===== src/rtl/cau_sqrt_pipe.sv =====
// pipelined integer square root, two radicand bits per stage
// padded to LAT stages so it lines up with the divider; no package needed
`default_nettype none

module cau_sqrt_pipe #(
    parameter int RW  = 17,
    parameter int LAT = 43
) (
    input  wire logic            aclk,
    input  wire logic            en,
    input  wire logic [2*RW-1:0] rad,
    output logic      [RW-1:0]   root
);

    logic [2*RW-1:0] rad_reg  [0:LAT];
    logic [RW+1:0]   rem_reg  [0:LAT];
    logic [RW-1:0]   root_reg [0:LAT];

    always_comb begin
        rad_reg[0]  = rad;
        rem_reg[0]  = '0;
        root_reg[0] = '0;
    end

    for (genvar k = 0; k < LAT; k++) begin : g_stage
        if (k < RW) begin : g_step
            logic [RW+1:0] cur;
            logic [RW+1:0] trial;
            logic          ge;
            assign cur   = {rem_reg[k][RW-1:0], rad_reg[k][2*RW-1 -: 2]};
            assign trial = {root_reg[k], 2'b01};
            assign ge    = cur >= trial;
            always_ff @(posedge aclk) begin
                if (en) begin
                    rad_reg[k+1]  <= {rad_reg[k][2*RW-3:0], 2'b00};
                    rem_reg[k+1]  <= ge ? cur - trial : cur;
                    root_reg[k+1] <= {root_reg[k][RW-2:0], ge};
                end
            end
        end else begin : g_pass
            always_ff @(posedge aclk) begin
                if (en) begin
                    rad_reg[k+1]  <= rad_reg[k];
                    rem_reg[k+1]  <= rem_reg[k];
                    root_reg[k+1] <= root_reg[k];
                end
            end
        end
    end

    assign root = root_reg[LAT];

endmodule

`default_nettype wire


===== config.mk =====
export PLATFORM = sky130hd
export DESIGN_NAME = cau_sqrt_pipe
export DESIGN_NICKNAME = d
export VERILOG_FILES = /design/src/rtl/cau_sqrt_pipe.sv
export SDC_FILE = /design/constraint.sdc
export NUM_CORES = 1
export LEC_CHECK = 0
export BUFFER_PORTS_ARGS = -buffer_cell sky130_fd_sc_hd__buf_2
export CORE_MARGIN = 8
export CORE_UTILIZATION = 41
export CTS_CLUSTER_SIZE = 14
export DETAILED_ROUTE_END_ITERATION = 6
export SLEW_MARGIN = 20
export SYNTH_ARGS = -nofsm -noshare
export SYNTH_HDL_FRONTEND = slang
export SYNTH_SLANG_ARGS = --single-unit

===== constraint.sdc =====
create_clock -name aclk -period 5.4 [get_ports aclk]
set_input_delay 0.27 -clock aclk [delete_from_list [all_inputs] [get_ports aclk]]
set_output_delay 0.27 -clock aclk [all_outputs]
set_load 0.01 [all_outputs]

# Yosys cells after proc, flatten, opt, wreduce, memory -nomap -nowiden
# Index checks and enable logic that the tools add are counted.
dict set report word_totals {
  regBits 1125
  latchBits 0
  ram_bits 0
  rom_bits 0
  in_bits 36
  out_inout_bits 17
  wordCells 125
  mem_count 0
}
dict set report classes {
  add_sub_neg 16
  n_mul 0
  div 0
  n_lt_le_gt_ge 17
  n_eq_ne 0
  shifts 0
  muxes 16
  bitwise 0
  reduce_logical 0
}
# operator count
set ops {}
lappend ops {{2-to-1 mux 17 bit} 15}
lappend ops {{>= comparator 19 x 10 -> 1 bit} 1}
lappend ops {{>= comparator 19 x 11 -> 1 bit} 1}
lappend ops {{>= comparator 19 x 12 -> 1 bit} 1}
lappend ops {{>= comparator 19 x 13 -> 1 bit} 1}
lappend ops {{>= comparator 19 x 14 -> 1 bit} 1}
lappend ops {{>= comparator 19 x 15 -> 1 bit} 1}
lappend ops {{>= comparator 19 x 16 -> 1 bit} 1}
lappend ops {{>= comparator 19 x 17 -> 1 bit} 1}
lappend ops {{>= comparator 19 x 18 -> 1 bit} 1}
lappend ops {{>= comparator 19 x 3 -> 1 bit} 1}
lappend ops {{>= comparator 19 x 4 -> 1 bit} 1}
lappend ops {{>= comparator 19 x 5 -> 1 bit} 1}
lappend ops {{>= comparator 19 x 6 -> 1 bit} 1}
lappend ops {{>= comparator 19 x 7 -> 1 bit} 1}
lappend ops {{>= comparator 19 x 8 -> 1 bit} 1}
lappend ops {{>= comparator 19 x 9 -> 1 bit} 1}
lappend ops {{subtractor 17 x 10 -> 17 bit} 1}
lappend ops {{subtractor 17 x 11 -> 17 bit} 1}
lappend ops {{subtractor 17 x 12 -> 17 bit} 1}
lappend ops {{subtractor 17 x 13 -> 17 bit} 1}
lappend ops {{subtractor 17 x 14 -> 17 bit} 1}
lappend ops {{subtractor 17 x 15 -> 17 bit} 1}
lappend ops {{subtractor 17 x 16 -> 17 bit} 1}
lappend ops {{11 further kinds} 11}

# Depth between registers and ports, before layout
dict set report depth {
  depth_word 2
  mapped_depth 11
  mapped_depth_nobuf 9
}

# Worst setup path after synthesis
# Ideal clock, no wire load.
dict set report synth_timing {
  kind {reg-to-reg}
  startpoint {reg rem_reg (netlist bit g_stage[10].g_step.cur[2])}
  endpoint {reg rem_reg (netlist bit g_stage[11].g_step.cur[11]), data pin}
  arrival_time_ps 2457
  required_ps 5140
  setup_slack_ps 2683
  stages_incl_launch_ff 10
  n_path_buf 1
  period_less_slack_ps 2717
  path_cell_list {edfxtp_1 > ha_1 > o21a_1 > or4_4 > a221oi_4 > o21ai_2 > nor3_1 > o21bai_4 > buf_6 > mux2_4}
}
dict set report synth_between {
  elab_chain_cells 2
}
# element line_no
set synth_lines {}
lappend synth_lines {{from (decl)} 16} ;# logic [RW+1:0] rem_reg [0:LAT];
lappend synth_lines {{from (signal, indexed assignment)} 36} ;# rem_reg[k+1] <= ge ? cur - trial : cur;
lappend synth_lines {{>= comparator 19 x 12 -> 1 bit} 32} ;# assign ge = cur >= trial;
lappend synth_lines {{named net g_stage[10].g_step.ge} 29} ;# logic ge;
lappend synth_lines {{2-to-1 mux 17 bit} 36}
# The timed path passes the listed nets, and every way through them passes these cells.
# A chain may end at the register's enable or synchronous reset.

# Worst setup path after layout
dict set report layout_timing {
  startpoint {reg rem_reg (netlist bit g_stage[12].g_step.cur[2])}
  endpoint {reg rem_reg (netlist bit g_stage[13].g_step.cur[9]), data pin}
}
dict set report layout_between {
  elab_chain_cells 2
}
# element line_no
set layout_lines {}
lappend layout_lines {{subtractor 17 x 14 -> 17 bit or >= comparator 19 x 14 -> 1 bit (tied branches)} {36, 32}}
lappend layout_lines {{2-to-1 mux 17 bit *} 36}
# Every way passes the cells marked *; elsewhere a longest branch is shown, timed or not.

==> summary.txt <==
Outcome
  – Outcome: complete, no violations

Drt
  – Via count: 22450
  – 1st-pass router iterations: 5
  – Final wirelength: 73.18 mm
  – Mean routed wirelength per cell: 16.35 um
  – DR iter-0 viols: 1716
  – Post-route ant nets: 0
  – Post-DR vias/cell: 5.016
  – Residual DRC: 0

Global routing
  – Met3 Use GR: roughly 2.4%
  – GR peak layer: met2
  – Grt met1 use: roughly 17%
  – Initial antenna violation count: 0
  – Largest net degree at the start of global routing: about 160
  – GRT Util Overall: between 10% and 20%
  – Vias in the first global route: 22540
  – GRT overflow: 0
  – Routing usage on met2: approximately 19%
  – Global-route wire length before repair: roughly 120 mm

Placed design
  – Dpl cells: 4229
  – Port buffer count: 52
  – Routability cong.: 0.8501
  – Hpwl dp: between 40 and 50 mm

Worst setup path
  – Crit path depth: 7
  – Worst Path Required: 5.83 ns
  – Worst Setup SP: g_stage[12].g_step.cur[2]
  – R2r endpoint: g_stage[13].g_step.cur[9]
  – Crit path largest cell delay: 0.74 ns
  – R2r worst-path depth: 7
  – R2R setup slack: approximately 1.9 ns
  – Crit path kind: reg -> reg
  – Worst Setup Start Kind: flop
  – CP Max Fanout: 21
  – CP arrival: 3.93 ns
  – CP Buf/Inv Count: 0
  – Worst-path cell chain: ha_1 -> o21ai_0 -> a211oi_1 -> o311ai_0 -> a2111oi_0 -> a311o_1 -> mux2_2
  – Crit path capture: g_stage[13].g_step.cur[9]
  – R2r startpoint: g_stage[12].g_step.cur[2]
  – Top delay family on crit path: compound AO/OA/AOI/OAI gates
  – Slowest CP cell: a311o_1
  – CP Capture Type: flop

Synthesis
  – Number of synthesized flops with an enable pin: 1121
  – Seq/Total Area, Yosys: 75.01%
  – Syn avg cell area: 16.03 um2
  – Syn_nets: 3005
  – Cell area after synthesis: 0.04488 mm2
  – Count of state elements after synthesis: between 1000 and 1500
  – Predominant post-synthesis flop cell: edfxtp_1
  – Post-synthesis instance total: 2799
  – Cell variety after synth: 84
  – Synth Warn #: 0
  – Post-synthesis async set-or-reset flop share: 0%

Run
  – Max cap viols: 0

Clocking
  – Max Root-Sink Buffers: 3
  – CTS tree: yes
  – Postcts setup bufs: 0
  – TritonCTS Buffers: 114
  – Clk sinks: 1121
  – Root buffer cell: clkbuf_16
  – Clk_lat worst skew: 0.71 ns
  – Reg clk slew, reported paths: 0.06 ns
  – H-tree depth: 3

Die
  – Chip height: 346.8 um
  – Die area: 0.1203 mm2
  – Core area: around 0.11 mm2
  – Initial core utilization: 41.29%
  – I/O pins: 53
  – Die W: 346.8 um
  – Row cnt: 121

STA
  – Max_slew headroom: 37.13%
  – Ratio of final minimum period to clock period: 64.93%
  – Setup TNS: 0 ns
  – Hold Violations, Final: 0
  – Worst-Margin Slew: 0.9430 ns
  – Finish-stage setup viols: 0
  – Fmax: 0.2852 GHz
  – RSZ-0062 raised after global routing: no
  – Period minus WS final: 3.506 ns
  – Slew Viols, Final: 0
  – Layout Skew: 0.06385 ns

Layout
  – Commonest non-fill, non-tap cells in the layout: 1121 x edfxtp_1, 209 x inv_1, 170 x ha_1
  – Share of post-route cells with drive strength above 1: 10.48%
  – Final non-filler cell total: 4476
  – Area Growth Syn to Fin: 13.43%
  – Max reg flops: 459
  – Final core utilization: 46.83%
  – Area of the multi-input gates: 0.01015 mm2
  – Most common cell after layout, fill and taps aside: edfxtp_1
  – Ant diodes: 0
  – Final Net Count: 3172
  – FILL cells: 9176
  – Reg area: 0.03366 mm2

Power
  – Net switching power: 5024 uW
  – Switching portion of total power: 23.87%
  – Logic pwr share: 11.4%
  – Worst VDD drop: 280.0 uV
  – Sequential share of power: 52.0%
  – Total internal power: 16020 uW
  – Overall Power: 21040 uW
  – Power density over the cells: 413.4 mW/mm2
  – Lkg Pwr: 0.01863 uW
  – Clock power share: 36.6%

Min path
  – WHS Path Cells: 1
  – Hold WC Path Type: in -> reg
[what timing repair did]
action,4_1_cts,5_1_grt
hold endpoints to repair,35,0
hold buffers,35,0
resized for setup,0,0
[cell usage after synthesis, types with 37 or more instances]
| cell type | count | area (um2) |
|---|---|---|
| a21o_1 | 44 | 330.3 |
| a21oi_1 | 120 | 600.6 |
| edfxtp_1 | 1121 | 33660 |
| ha_1 | 170 | 2127 |
| inv_1 | 209 | 784.5 |
| mux2_2 | 50 | 563.0 |
| nand2_1 | 118 | 442.9 |
| nand3_1 | 40 | 200.2 |
| nor2_1 | 149 | 559.3 |
| nor3_1 | 58 | 290.3 |
| o21a_1 | 37 | 277.8 |
| o21ai_0 | 108 | 540.5 |
| xnor2_1 | 98 | 858.3 |
| xor2_1 | 82 | 718.2 |
[through the flow]
step | setup slack (ns) | hold WS [ns] | instance area (um2)
2_1_floorplan | 2.683 | 0.3689 | 44880
3_3_place_gp | 1.966 | 0.4005 | 46820
3_5_place_dp | 1.925 | 0.4045 | 46820
4_1_cts | 1.868 | 0.08920 | 50900
5_1_grt | 1.671 | 0.1190 | 50910
6_report | 1.894 | 0.09776 | 50910
[cell families after synthesis]
group | Yosys count | synth area share (%)
compound gates | 432 | 6.254
xor+xnor | 180 | 3.513
fa+ha+maj | 170 | 4.740
buf+inv | 260 | 2.398
flops | 1121 | 75.01
mux | 62 | 1.545
other cells | 1 | 0.008356
simple gates | 573 | 6.535
[how the worst min path moves through the flow]
stage / from / end
after detailed placement: rad_reg[1220] / g_stage[9].g_step.cur[0]
after CTS: en / rad_reg[1374]
final: en / rad_reg[1437]
after global routing: en / rad_reg[1437]
after global placement: rad_reg[1337] / rad_reg[1305]
after floorplan: rad[30] / g_stage[1].g_step.cur[0]
[per-layer routing]
metal	vias to the layer above	wire (um)
met3	159	2982
met2	438	32860
met5	-	0
met4	0	2608
met1	10970	34720
li1	10880	-
[final cells by class]
cell class,instances,share of cell area (%)
sequential,1121,66.13
clock buffer,132,5.737
tap,1414,3.475
inverter,210,1.548
clock inverter,80,1.585
timing repair buffer,101,1.598
multi-input combinational,1418,19.93
[power by group through the flow]
stage               Sequential, uW  Combinational (uW)  Clock (uW)
floorplan                    10900                1730           0
global placement             11100                2310           0
detailed placement           11100                2370           0
CTS                          10900                2410        8000
global route                 11000                2690        8330
finish                       10900                2400        7710
No activity file was read; power rests on OpenSTA's default activity.
